### config.mk
export PLATFORM = sky130hd
export DESIGN_NAME = timed_task_dispatch_table_top
export DESIGN_NICKNAME = d
export VERILOG_FILES = /design/src/sv/ttd_pkg.sv /design/src/sv/ttd_table_mem.sv /design/src/sv/ttd_entry_eval.sv /design/src/sv/timed_task_dispatch_table_top.sv
export VERILOG_INCLUDE_DIRS = /design/src /design/src/sv
export SDC_FILE = /design/constraint.sdc
export NUM_CORES = 1
export LEC_CHECK = 0
export BUFFER_PORTS_ARGS = -buffer_cell sky130_fd_sc_hd__buf_2
export CAP_MARGIN = 40
export CORE_MARGIN = 2
export CORE_UTILIZATION = 35
export DETAILED_ROUTE_END_ITERATION = 8
export PLACE_DENSITY = 0.47
export SYNTH_ARGS = -nofsm -noshare
export SYNTH_HDL_FRONTEND = slang
export SYNTH_SLANG_ARGS = --single-unit
### constraint.sdc
create_clock -name clock -period 8.3 [get_ports clock]
set_clock_uncertainty 0.2 [all_clocks]
set_input_delay 1.66 -clock clock [delete_from_list [all_inputs] [get_ports clock]]
set_output_delay 1.66 -clock clock [all_outputs]
set_load 0.01 [all_outputs]
### src/sv/timed_task_dispatch_table_top_assert.svh
// Assertion macros for the timed task dispatch table.
// Both macros compile to nothing when SYNTHESIS is defined.
`ifndef TIMED_TASK_DISPATCH_TABLE_TOP_ASSERT_SVH
`define TIMED_TASK_DISPATCH_TABLE_TOP_ASSERT_SVH

`ifndef SYNTHESIS

// Checks that a property holds at every clock edge outside reset.
`define TTD_ASSERT(lbl, clk, rst, prop, msg) \
   lbl: assert property (@(posedge clk) disable iff (rst) (prop)) else $error(msg);

// Checks that a consequent holds in the same cycle as its antecedent.
`define TTD_ASSERT_IMPL(lbl, clk, rst, ante, cons, msg) \
   lbl: assert property (@(posedge clk) disable iff (rst) (ante) |-> (cons)) else $error(msg);

`else

`define TTD_ASSERT(lbl, clk, rst, prop, msg)
`define TTD_ASSERT_IMPL(lbl, clk, rst, ante, cons, msg)

`endif

`endif

### src/sv/ttd_pkg.sv
package ttd_pkg;

   // Default sizes of the table and of the time fields.
   localparam int DEPTH_DEFAULT      = 16;
   localparam int TIME_WIDTH_DEFAULT = 32;

   // Width of a task handle.
   localparam int ID_WIDTH = 8;

   // Request kinds.
   localparam logic REQ_ADD  = 1'b0;
   localparam logic REQ_POLL = 1'b1;

   // Response status codes.
   localparam logic [1:0] STATUS_ADDED      = 2'd0;
   localparam logic [1:0] STATUS_DISPATCHED = 2'd1;
   localparam logic [1:0] STATUS_NONE_DUE   = 2'd2;
   localparam logic [1:0] STATUS_FULL       = 2'd3;

   // Timing verdict for one table entry.
   typedef struct packed {
      logic is_due;
      logic is_early;
   } eval_flags_type;

endpackage

### src/sv/ttd_table_mem.sv
module ttd_table_mem #(
   parameter int DEPTH = 16,
   parameter int WIDTH = 72
) (
   input  logic                                    clock,
   input  logic                                    wr_en,
   input  logic [(DEPTH > 1 ? $clog2(DEPTH) : 1)-1:0] wr_addr,
   input  logic [WIDTH-1:0]                        wr_data,
   input  logic                                    rd_en,
   input  logic [(DEPTH > 1 ? $clog2(DEPTH) : 1)-1:0] rd_addr,
   output logic [WIDTH-1:0]                        rd_data
);

   logic [WIDTH-1:0] mem [DEPTH];
   logic [WIDTH-1:0] rd_data_ff;

   // Single write port.
   always_ff @(posedge clock) begin
      if (wr_en) begin
         mem[wr_addr] <= wr_data;
      end
   end

   // Single read port with registered data.
   always_ff @(posedge clock) begin
      if (rd_en) begin
         rd_data_ff <= mem[rd_addr];
      end
   end

   assign rd_data = rd_data_ff;

endmodule

### src/sv/ttd_entry_eval.sv
module ttd_entry_eval #(
   parameter int TIME_WIDTH = 32
) (
   input  logic [TIME_WIDTH-1:0] now,
   input  logic [TIME_WIDTH-1:0] due,
   input  logic [TIME_WIDTH-1:0] window,
   output ttd_pkg::eval_flags_type flags
);

   import ttd_pkg::*;

   logic [TIME_WIDTH:0] diff;

   // One widened subtract gives both verdicts: a borrow or zero means now >= due,
   // otherwise the remaining gap is compared against the early window without wrap.
   assign diff = {1'b0, due} - {1'b0, now};

   always_comb begin
      flags.is_due   = diff[TIME_WIDTH] || (diff == '0);
      flags.is_early = flags.is_due || (window >= diff[TIME_WIDTH-1:0]);
   end

endmodule

### src/sv/timed_task_dispatch_table_top.sv
// Add request or poll of an empty table: result strobed on the next cycle.
// Poll request with N entries held, dispatching entry P: the table memory is read one
// entry per cycle, first a full scan of all N entries and then a close-up pass that moves
// the entries after P up one place; busy is high throughout.
// Results last one cycle; the receiver cannot stall.
// Synchronous active-high reset clears the entry count and control; entries are not cleared.
`include "timed_task_dispatch_table_top_assert.svh"

module timed_task_dispatch_table_top #(
   parameter int DEPTH      = ttd_pkg::DEPTH_DEFAULT,
   parameter int TIME_WIDTH = ttd_pkg::TIME_WIDTH_DEFAULT
) (
   input  logic                             clock,
   input  logic                             reset,
   input  logic                             start,
   output logic                             busy,
   input  logic                             req_type,
   input  logic [ttd_pkg::ID_WIDTH-1:0]     req_task_id,
   input  logic [TIME_WIDTH-1:0]            req_due_time,
   input  logic [TIME_WIDTH-1:0]            req_early_window,
   input  logic [TIME_WIDTH-1:0]            req_now,
   output logic                             rsp_strobe,
   output logic [1:0]                       rsp_status,
   output logic [ttd_pkg::ID_WIDTH-1:0]     rsp_chosen_id,
   output logic [$clog2(DEPTH+1)-1:0]       rsp_used_entries
);

   import ttd_pkg::*;

   localparam int AW     = (DEPTH > 1) ? $clog2(DEPTH) : 1;
   localparam int CNT_W  = $clog2(DEPTH + 1);
   localparam int ENT_W  = ID_WIDTH + 2 * TIME_WIDTH;

   localparam logic [1:0] S_IDLE  = 2'd0;
   localparam logic [1:0] S_SCAN  = 2'd1;
   localparam logic [1:0] S_SHIFT = 2'd2;

   logic [1:0]            state_ff, state_in;
   logic [CNT_W-1:0]      count_ff, count_in;
   logic [CNT_W-1:0]      rd_idx_ff, rd_idx_in;
   logic                  rd_pend_ff, rd_pend_in;
   logic [AW-1:0]         rd_pos_ff, rd_pos_in;
   logic                  due_found_ff, due_found_in;
   logic [AW-1:0]         due_idx_ff, due_idx_in;
   logic [ID_WIDTH-1:0]   due_tag_ff, due_tag_in;
   logic                  early_found_ff, early_found_in;
   logic [AW-1:0]         early_idx_ff, early_idx_in;
   logic [ID_WIDTH-1:0]   early_tag_ff, early_tag_in;
   logic [TIME_WIDTH-1:0] now_ff, now_in;
   logic                  rsp_strobe_ff, rsp_strobe_in;
   logic [1:0]            rsp_status_ff, rsp_status_in;
   logic [ID_WIDTH-1:0]   rsp_id_ff, rsp_id_in;
   logic [CNT_W-1:0]      rsp_used_ff, rsp_used_in;

   logic                  req_fire;
   logic                  scan_done;
   logic [AW-1:0]         pick_idx;
   logic                  mem_we;
   logic [AW-1:0]         mem_waddr;
   logic [ENT_W-1:0]      mem_wdata;
   logic                  mem_re;
   logic [ENT_W-1:0]      mem_rdata;
   logic [ID_WIDTH-1:0]   rd_id;
   eval_flags_type        flags;

   ttd_table_mem #(
      .DEPTH (DEPTH),
      .WIDTH (ENT_W)
   ) u_mem (
      .clock   (clock),
      .wr_en   (mem_we),
      .wr_addr (mem_waddr),
      .wr_data (mem_wdata),
      .rd_en   (mem_re),
      .rd_addr (rd_idx_ff[AW-1:0]),
      .rd_data (mem_rdata)
   );

   ttd_entry_eval #(
      .TIME_WIDTH (TIME_WIDTH)
   ) u_eval (
      .now    (now_ff),
      .due    (mem_rdata[2*TIME_WIDTH-1:TIME_WIDTH]),
      .window (mem_rdata[TIME_WIDTH-1:0]),
      .flags  (flags)
   );

   assign busy      = (state_ff != S_IDLE);
   assign req_fire  = start && !busy;
   assign scan_done = (rd_idx_ff == count_ff) && !rd_pend_ff;
   assign rd_id     = mem_rdata[ENT_W-1 -: ID_WIDTH];
   assign pick_idx  = due_found_ff ? due_idx_ff : early_idx_ff;

   // Request sequencing, table scan and close-up pass.
   always_comb begin
      state_in       = state_ff;
      count_in       = count_ff;
      rd_idx_in      = rd_idx_ff;
      rd_pend_in     = 1'b0;
      rd_pos_in      = rd_pos_ff;
      due_found_in   = due_found_ff;
      due_idx_in     = due_idx_ff;
      due_tag_in     = due_tag_ff;
      early_found_in = early_found_ff;
      early_idx_in   = early_idx_ff;
      early_tag_in   = early_tag_ff;
      now_in         = now_ff;
      rsp_strobe_in  = 1'b0;
      rsp_status_in  = rsp_status_ff;
      rsp_id_in      = rsp_id_ff;
      rsp_used_in    = rsp_used_ff;
      mem_we         = 1'b0;
      mem_waddr      = '0;
      mem_wdata      = '0;
      mem_re         = 1'b0;

      unique case (state_ff)
         S_IDLE: begin
            if (req_fire) begin
               if (req_type == REQ_ADD) begin
                  rsp_strobe_in = 1'b1;
                  rsp_id_in     = '0;
                  if (count_ff >= CNT_W'(DEPTH)) begin
                     rsp_status_in = STATUS_FULL;
                     rsp_used_in   = count_ff;
                  end else begin
                     mem_we        = 1'b1;
                     mem_waddr     = count_ff[AW-1:0];
                     mem_wdata     = {req_task_id, req_due_time, req_early_window};
                     count_in      = count_ff + 1'b1;
                     rsp_status_in = STATUS_ADDED;
                     rsp_used_in   = count_ff + 1'b1;
                  end
               end else begin
                  now_in = req_now;
                  if (count_ff == '0) begin
                     rsp_strobe_in = 1'b1;
                     rsp_status_in = STATUS_NONE_DUE;
                     rsp_id_in     = '0;
                     rsp_used_in   = count_ff;
                  end else begin
                     state_in       = S_SCAN;
                     rd_idx_in      = '0;
                     due_found_in   = 1'b0;
                     early_found_in = 1'b0;
                  end
               end
            end
         end

         S_SCAN: begin
            // Issue one read per cycle, judge the entry when its data returns.
            if (rd_idx_ff < count_ff) begin
               mem_re     = 1'b1;
               rd_idx_in  = rd_idx_ff + 1'b1;
               rd_pend_in = 1'b1;
               rd_pos_in  = rd_idx_ff[AW-1:0];
            end
            if (rd_pend_ff) begin
               if (flags.is_due && !due_found_ff) begin
                  due_found_in = 1'b1;
                  due_idx_in   = rd_pos_ff;
                  due_tag_in   = rd_id;
               end
               if (flags.is_early && !early_found_ff) begin
                  early_found_in = 1'b1;
                  early_idx_in   = rd_pos_ff;
                  early_tag_in   = rd_id;
               end
            end
            if (scan_done) begin
               if (due_found_ff || early_found_ff) begin
                  state_in  = S_SHIFT;
                  rd_idx_in = CNT_W'(pick_idx) + 1'b1;
                  rsp_id_in = due_found_ff ? due_tag_ff : early_tag_ff;
               end else begin
                  state_in      = S_IDLE;
                  rsp_strobe_in = 1'b1;
                  rsp_status_in = STATUS_NONE_DUE;
                  rsp_id_in     = '0;
                  rsp_used_in   = count_ff;
               end
            end
         end

         S_SHIFT: begin
            // Move each later entry up one place to close the gap.
            if (rd_idx_ff < count_ff) begin
               mem_re     = 1'b1;
               rd_idx_in  = rd_idx_ff + 1'b1;
               rd_pend_in = 1'b1;
               rd_pos_in  = rd_idx_ff[AW-1:0];
            end
            if (rd_pend_ff) begin
               mem_we    = 1'b1;
               mem_waddr = rd_pos_ff - 1'b1;
               mem_wdata = mem_rdata;
            end
            if (scan_done) begin
               state_in      = S_IDLE;
               count_in      = count_ff - 1'b1;
               rsp_strobe_in = 1'b1;
               rsp_status_in = STATUS_DISPATCHED;
               rsp_used_in   = count_ff - 1'b1;
            end
         end

         default: begin
            state_in = S_IDLE;
         end
      endcase
   end

   // Control registers.
   always_ff @(posedge clock) begin
      if (reset) begin
         state_ff      <= S_IDLE;
         count_ff      <= '0;
         rd_pend_ff    <= 1'b0;
         rsp_strobe_ff <= 1'b0;
      end else begin
         state_ff      <= state_in;
         count_ff      <= count_in;
         rd_pend_ff    <= rd_pend_in;
         rsp_strobe_ff <= rsp_strobe_in;
      end
   end

   // Working and result registers.
   always_ff @(posedge clock) begin
      rd_idx_ff      <= rd_idx_in;
      rd_pos_ff      <= rd_pos_in;
      due_found_ff   <= due_found_in;
      due_idx_ff     <= due_idx_in;
      due_tag_ff     <= due_tag_in;
      early_found_ff <= early_found_in;
      early_idx_ff   <= early_idx_in;
      early_tag_ff   <= early_tag_in;
      now_ff         <= now_in;
      rsp_status_ff  <= rsp_status_in;
      rsp_id_ff      <= rsp_id_in;
      rsp_used_ff    <= rsp_used_in;
   end

   assign rsp_strobe       = rsp_strobe_ff;
   assign rsp_status       = rsp_status_ff;
   assign rsp_chosen_id    = rsp_id_ff;
   assign rsp_used_entries = rsp_used_ff;

   // The entry count never passes the table depth.
   `TTD_ASSERT(a_count_range, clock, reset, count_ff <= CNT_W'(DEPTH), "entry count above depth")

   // Every result is strobed while the sequencer is idle.
   `TTD_ASSERT_IMPL(a_rsp_idle, clock, reset, rsp_strobe, state_ff == S_IDLE, "result while busy")

   // Only a dispatch returns a nonzero handle.
   `TTD_ASSERT_IMPL(a_rsp_id_zero, clock, reset,
                    rsp_strobe && (rsp_status != STATUS_DISPATCHED),
                    rsp_chosen_id == '0, "handle on non-dispatch result")

   // A poll of a nonempty table starts a scan.
   `TTD_ASSERT(a_poll_scan, clock, reset,
               (req_fire && (req_type == REQ_POLL) && (count_ff != '0)) |=> (state_ff == S_SCAN),
               "poll did not start scan")

endmodule
==> PnR_summary.wiki <==
{| class="wikitable"
! Metric !! Value
|-
| Count of nets after finishing || approximately 2900
|-
| Count of input and output buffers || 124
|-
| Final hold viol count || 0
|-
| Number of max-slew violations in the final report || 0
|-
| Clock tree from TritonCTS || yes
|-
| Portion of the post-synthesis area used by sequential elements || 74.41%
|-
| Share of cells above drive strength 1 || around 28%
|-
| Total global routing overflow || 0
|-
| Top cells by area, synth || sky130_fd_sc_hd__edfxtp_1 74%, sky130_fd_sc_hd__mux4_2 15%, sky130_fd_sc_hd__ha_1 1.9%, sky130_fd_sc_hd__a22o_1 1.2%, sky130_fd_sc_hd__a21oi_1 0.60%
|-
| Detail Route Antenna Nets || 0
|-
| Chip height || approximately 390 um
|-
| H-tree Lvls || 4
|-
| Rel. slew slack || about 30%
|-
| R2R depth || 14
|-
| Number of buffers created by CTS || 145
|-
| Vias || 26490
|-
| Final cycle utilization of the critical path || 63.49%
|-
| Util after Layout || 40.89%
|-
| Cell chosen for the clock root || sky130_fd_sc_hd__clkbuf_16
|-
| Transition time of the tightest slew-check pin || about 1000 ps
|-
| Clock latency at the later pin of the worst-skew pair || 760 ps
|-
| Proportion of register bits with asynchronous set or reset after synthesis || 0%
|-
| Setup repair after global routing missed its margin || false
|-
| Start-to-end type of the worst setup path || reg2reg
|-
| Setup TNS || 0 ps
|-
| Levels on crit path || 14
|-
| Crit path max-delay cell type || sky130_fd_sc_hd__o311ai_0
|-
| Drt pass-1 iters || 5
|-
| Result of the run || finished, final reports clean
|-
| Startpoint class of the critical path || flip-flop
|-
| Aggregate global-route resource usage || 18.68%
|-
| I/O pin total || 125
|-
| List of cells traversed by the critical path || ha_1 -> fa_1 -> nand2b_1 -> a21o_1 -> a21oi_1 -> a21boi_1 -> o311ai_0 -> ha_1 -> nand4_1 -> or2_2 -> o41ai_1 -> o21ai_0 -> a41oi_2 -> and3_1
|-
| Kind of cell adding the most delay to the critical path || compound AO/OA/AOI/OAI gates
|-
| Total die area || around 150000 um2
|-
| Area growth from synthesis to layout || 15.80%
|-
| Core region area || between 100000 and 150000 um2
|-
| Vias per std cell || 5.444
|-
| Cell variety after synth || 82
|-
| Number of flops mapped to enable cells by yosys || 1306
|-
| Time the final worst path needs with I/O delays and setup || 5269 ps
|-
| Clock transition at path regs || 60 ps
|-
| Depth of the worst hold-timing path || 0
|-
| Final setup vio count || 0
|-
| Cell repeated most along the worst path || sky130_fd_sc_hd__ha_1
|-
| Area share of the largest cell type after synthesis || 74.07%
|-
| CTS Hold Bufs || 0
|-
| Number of antenna violations at the first check in global routing || 4
|-
| Largest voltage drop on the vdd net || roughly 200 uV
|-
| First-pass GRT wire length || 202900 um
|-
| Post-cts repair resize count || 0
|-
| Number of register bits inferred by synthesis || 1315
|-
| Average footprint of a synthesized cell || between 20 and 25 um2
|-
| Worst Path Buf+Inv || 0
|-
| Launch point of the worst hold path || u_mem.rd_data[70]
|-
| Floorplan die width || 393.0 um
|-
| Arrival time of data at the critical path endpoint || 5440 ps
|-
| Drt drc || 0
|-
| Max-cap violation count || 0
|-
| Data required, critical path || 8470 ps
|-
| Leakage power summed over all cells || around 20 nW
|-
| Pwr dens || 233.7 nW/um2
|-
| Gate Count Post-Synth || 2521
|-
| Maximum clock frequency || 0.1898 GHz
|-
| Starting density of the core || 35.31%
|-
| Net count after synthesis || 2710
|-
| Cell taking the most area after synthesis || sky130_fd_sc_hd__edfxtp_1
|-
| Maximum number of pins on one net before global-route repair || 106
|-
| Synthesized area || 52950 um2
|-
| Prevailing post-synth register cell || sky130_fd_sc_hd__edfxtp_1
|-
| Critical Path Start || now_ff[0]
|-
| Via count of the first global-routing pass || 27310
|-
| Highest fanout seen on the critical path || 12
|-
| Routed wire per std cell || 29.48 um
|-
| Maximum root-to-sink buffer count || 3
|-
| Clock Sinks || 1315
|-
| Yosys Warn Count || 0
|-
| Endpoint type of the worst setup path || flip-flop
|-
| Start of the worst register-to-register path || now_ff[0]
|-
| Final weighted congestion in routability-driven placement || 0.8158
|-
| Total number of placement rows || 142
|-
| Classification of the worst-slack hold path || reg2reg
|-
| Setup fix buffers added after clock tree synthesis || 0
|-
| CP max stage delay || about 600 ps
|-
| Detailed placement HPWL || 81350 um
|-
| First DRT Iteration DRCs || 2188
|-
| Post-detailed-routing wire length || 143500 um
|}
[worst reg2reg max path: cells and delay by family, from the launching register on]
family | cells | cell delay [ps]
flip-flops | 1 | 370
AND/OR/NAND/NOR | 4 | 1190
adder cells (fa/ha/maj) | 3 | 880
AO/OA/AOI/OAI | 7 | 2270
[synthesized netlist by cell type (5+ instances only)]
cell type	n
sky130_fd_sc_hd__or3_1	8
sky130_fd_sc_hd__xnor2_1	9
sky130_fd_sc_hd__dfxtp_1	9
sky130_fd_sc_hd__nand3_1	11
sky130_fd_sc_hd__nand2b_1	9
sky130_fd_sc_hd__clkbuf_1	73
sky130_fd_sc_hd__o21a_1	13
sky130_fd_sc_hd__a211oi_1	6
sky130_fd_sc_hd__o21ai_0	42
sky130_fd_sc_hd__ha_1	80
sky130_fd_sc_hd__mux2i_1	14
sky130_fd_sc_hd__a21oi_1	63
sky130_fd_sc_hd__nor4_1	5
sky130_fd_sc_hd__nor3_1	18
sky130_fd_sc_hd__and2_1	9
sky130_fd_sc_hd__nand2_1	66
sky130_fd_sc_hd__mux4_2	360
sky130_fd_sc_hd__o22ai_1	7
sky130_fd_sc_hd__nand4_1	20
sky130_fd_sc_hd__or2_2	11
sky130_fd_sc_hd__inv_1	55
sky130_fd_sc_hd__nor2b_1	16
sky130_fd_sc_hd__a21o_1	13
sky130_fd_sc_hd__o211ai_1	12
sky130_fd_sc_hd__buf_1	39
sky130_fd_sc_hd__xor2_1	12
sky130_fd_sc_hd__a31oi_1	7
sky130_fd_sc_hd__edfxtp_1	1306
sky130_fd_sc_hd__a22o_1	70
sky130_fd_sc_hd__o21ai_1	9
sky130_fd_sc_hd__nor2_1	70
[through the flow]
stage / worst slack [ps] / instance area [um2] / hold WS, ps / total power, mW / cells
after floorplan: 1690 / 52950 / 246.0 / 7.962 / 2521
after global placement: 2822 / 56280 / 256.3 / 8.216 / 4591
after detailed placement: 2875 / 56700 / 268.4 / 8.234 / 4610
after CTS: 3089 / 61310 / 291.5 / 14.50 / 4862
after global routing: 2699 / 61310 / 316.7 / 14.80 / 4862
final: 3031 / 61320 / 285.6 / 14.33 / 4866
[cell families (layout without fill, tap and decap cells)]
kind of cell	Yosys count	count (layout)	share of synthesized area, %
flops	1315	1315	74.41
mux	377	377	15.64
compound gates	290	290	3.923
simple gates	264	264	2.477
buf+inv	173	498	1.276
fa+ha+maj	81	81	1.928
xor+xnor	21	21	0.3474
other cells	0	4	0
[placed cells by master (no fill, tap or decap), drive strengths merged, types with 11 or more instances in the layout]
| cell type | n |
|---|---|
| o21a | 14 |
| clkbuf | 179 |
| nor2 | 70 |
| nand3 | 11 |
| o21ai | 53 |
| or2 | 11 |
| a22o | 70 |
| nor2b | 16 |
| ha | 80 |
| xor2 | 12 |
| buf | 191 |
| edfxtp | 1306 |
| a21o | 16 |
| inv | 58 |
| mux4 | 360 |
| a21oi | 64 |
| bufinv | 12 |
| and2 | 11 |
| nand4 | 20 |
| o211ai | 13 |
| nand2 | 66 |
| mux2i | 14 |
| nor3 | 18 |
| clkinv | 56 |
[metal layers]
metal | routed length (um) | vias to the layer above | global-route usage [%]
li1 | - | 11120 | -
met1 | 63730 | 14420 | 26.12
met5 | 10 | - | 0
met4 | 2986 | 2 | 4.639
met2 | 68360 | 771 | 29.78
met3 | 8376 | 179 | 4.011
[final timing paths]
kind	slack [ps]	end
hold / removal	290	due_tag_ff[6]
setup reg to reg	3030	early_tag_ff[2]
hold reg to reg	290	due_tag_ff[6]
setup / recovery	3030	early_tag_ff[2]
[layout make-up]
cell class	instances	area, um2
diodes	4	10.01
clock buffers	179	3884
clock inverters	73	721.9
fillers	13220	88640
inverters	55	206.4
multi-input cells	1033	13010
flip-flops and latches	1315	39400
well taps	2016	2522
repair buffers	191	1567
[power by group]
part | internal (mW) | leakage, nW | switching [mW]
Combinational | 0.273 | 5.52 | 0.417
Sequential | 7.37 | 12.1 | 0.0300
Clock | 3.68 | 2.23 | 2.56
[flip-flops by register name, indices dropped and copies added (netlist names)]
signal / flops
u_mem.rd_data: 72
due_idx_ff: 4
early_idx_ff: 4
early_tag_ff: 8
due_found_ff: 1
now_ff: 32
early_found_ff: 1
rd_idx_ff: 5
state_ff: 2
rsp_status: 2
rd_pend_ff: 1
rd_pos_ff: 4
count_ff: 5
rsp_strobe: 1
due_tag_ff: 8
rsp_chosen_id: 8
rsp_used_entries: 5
u_mem.mem: 1152
Note: power is estimated with default switching activity, not from simulation.
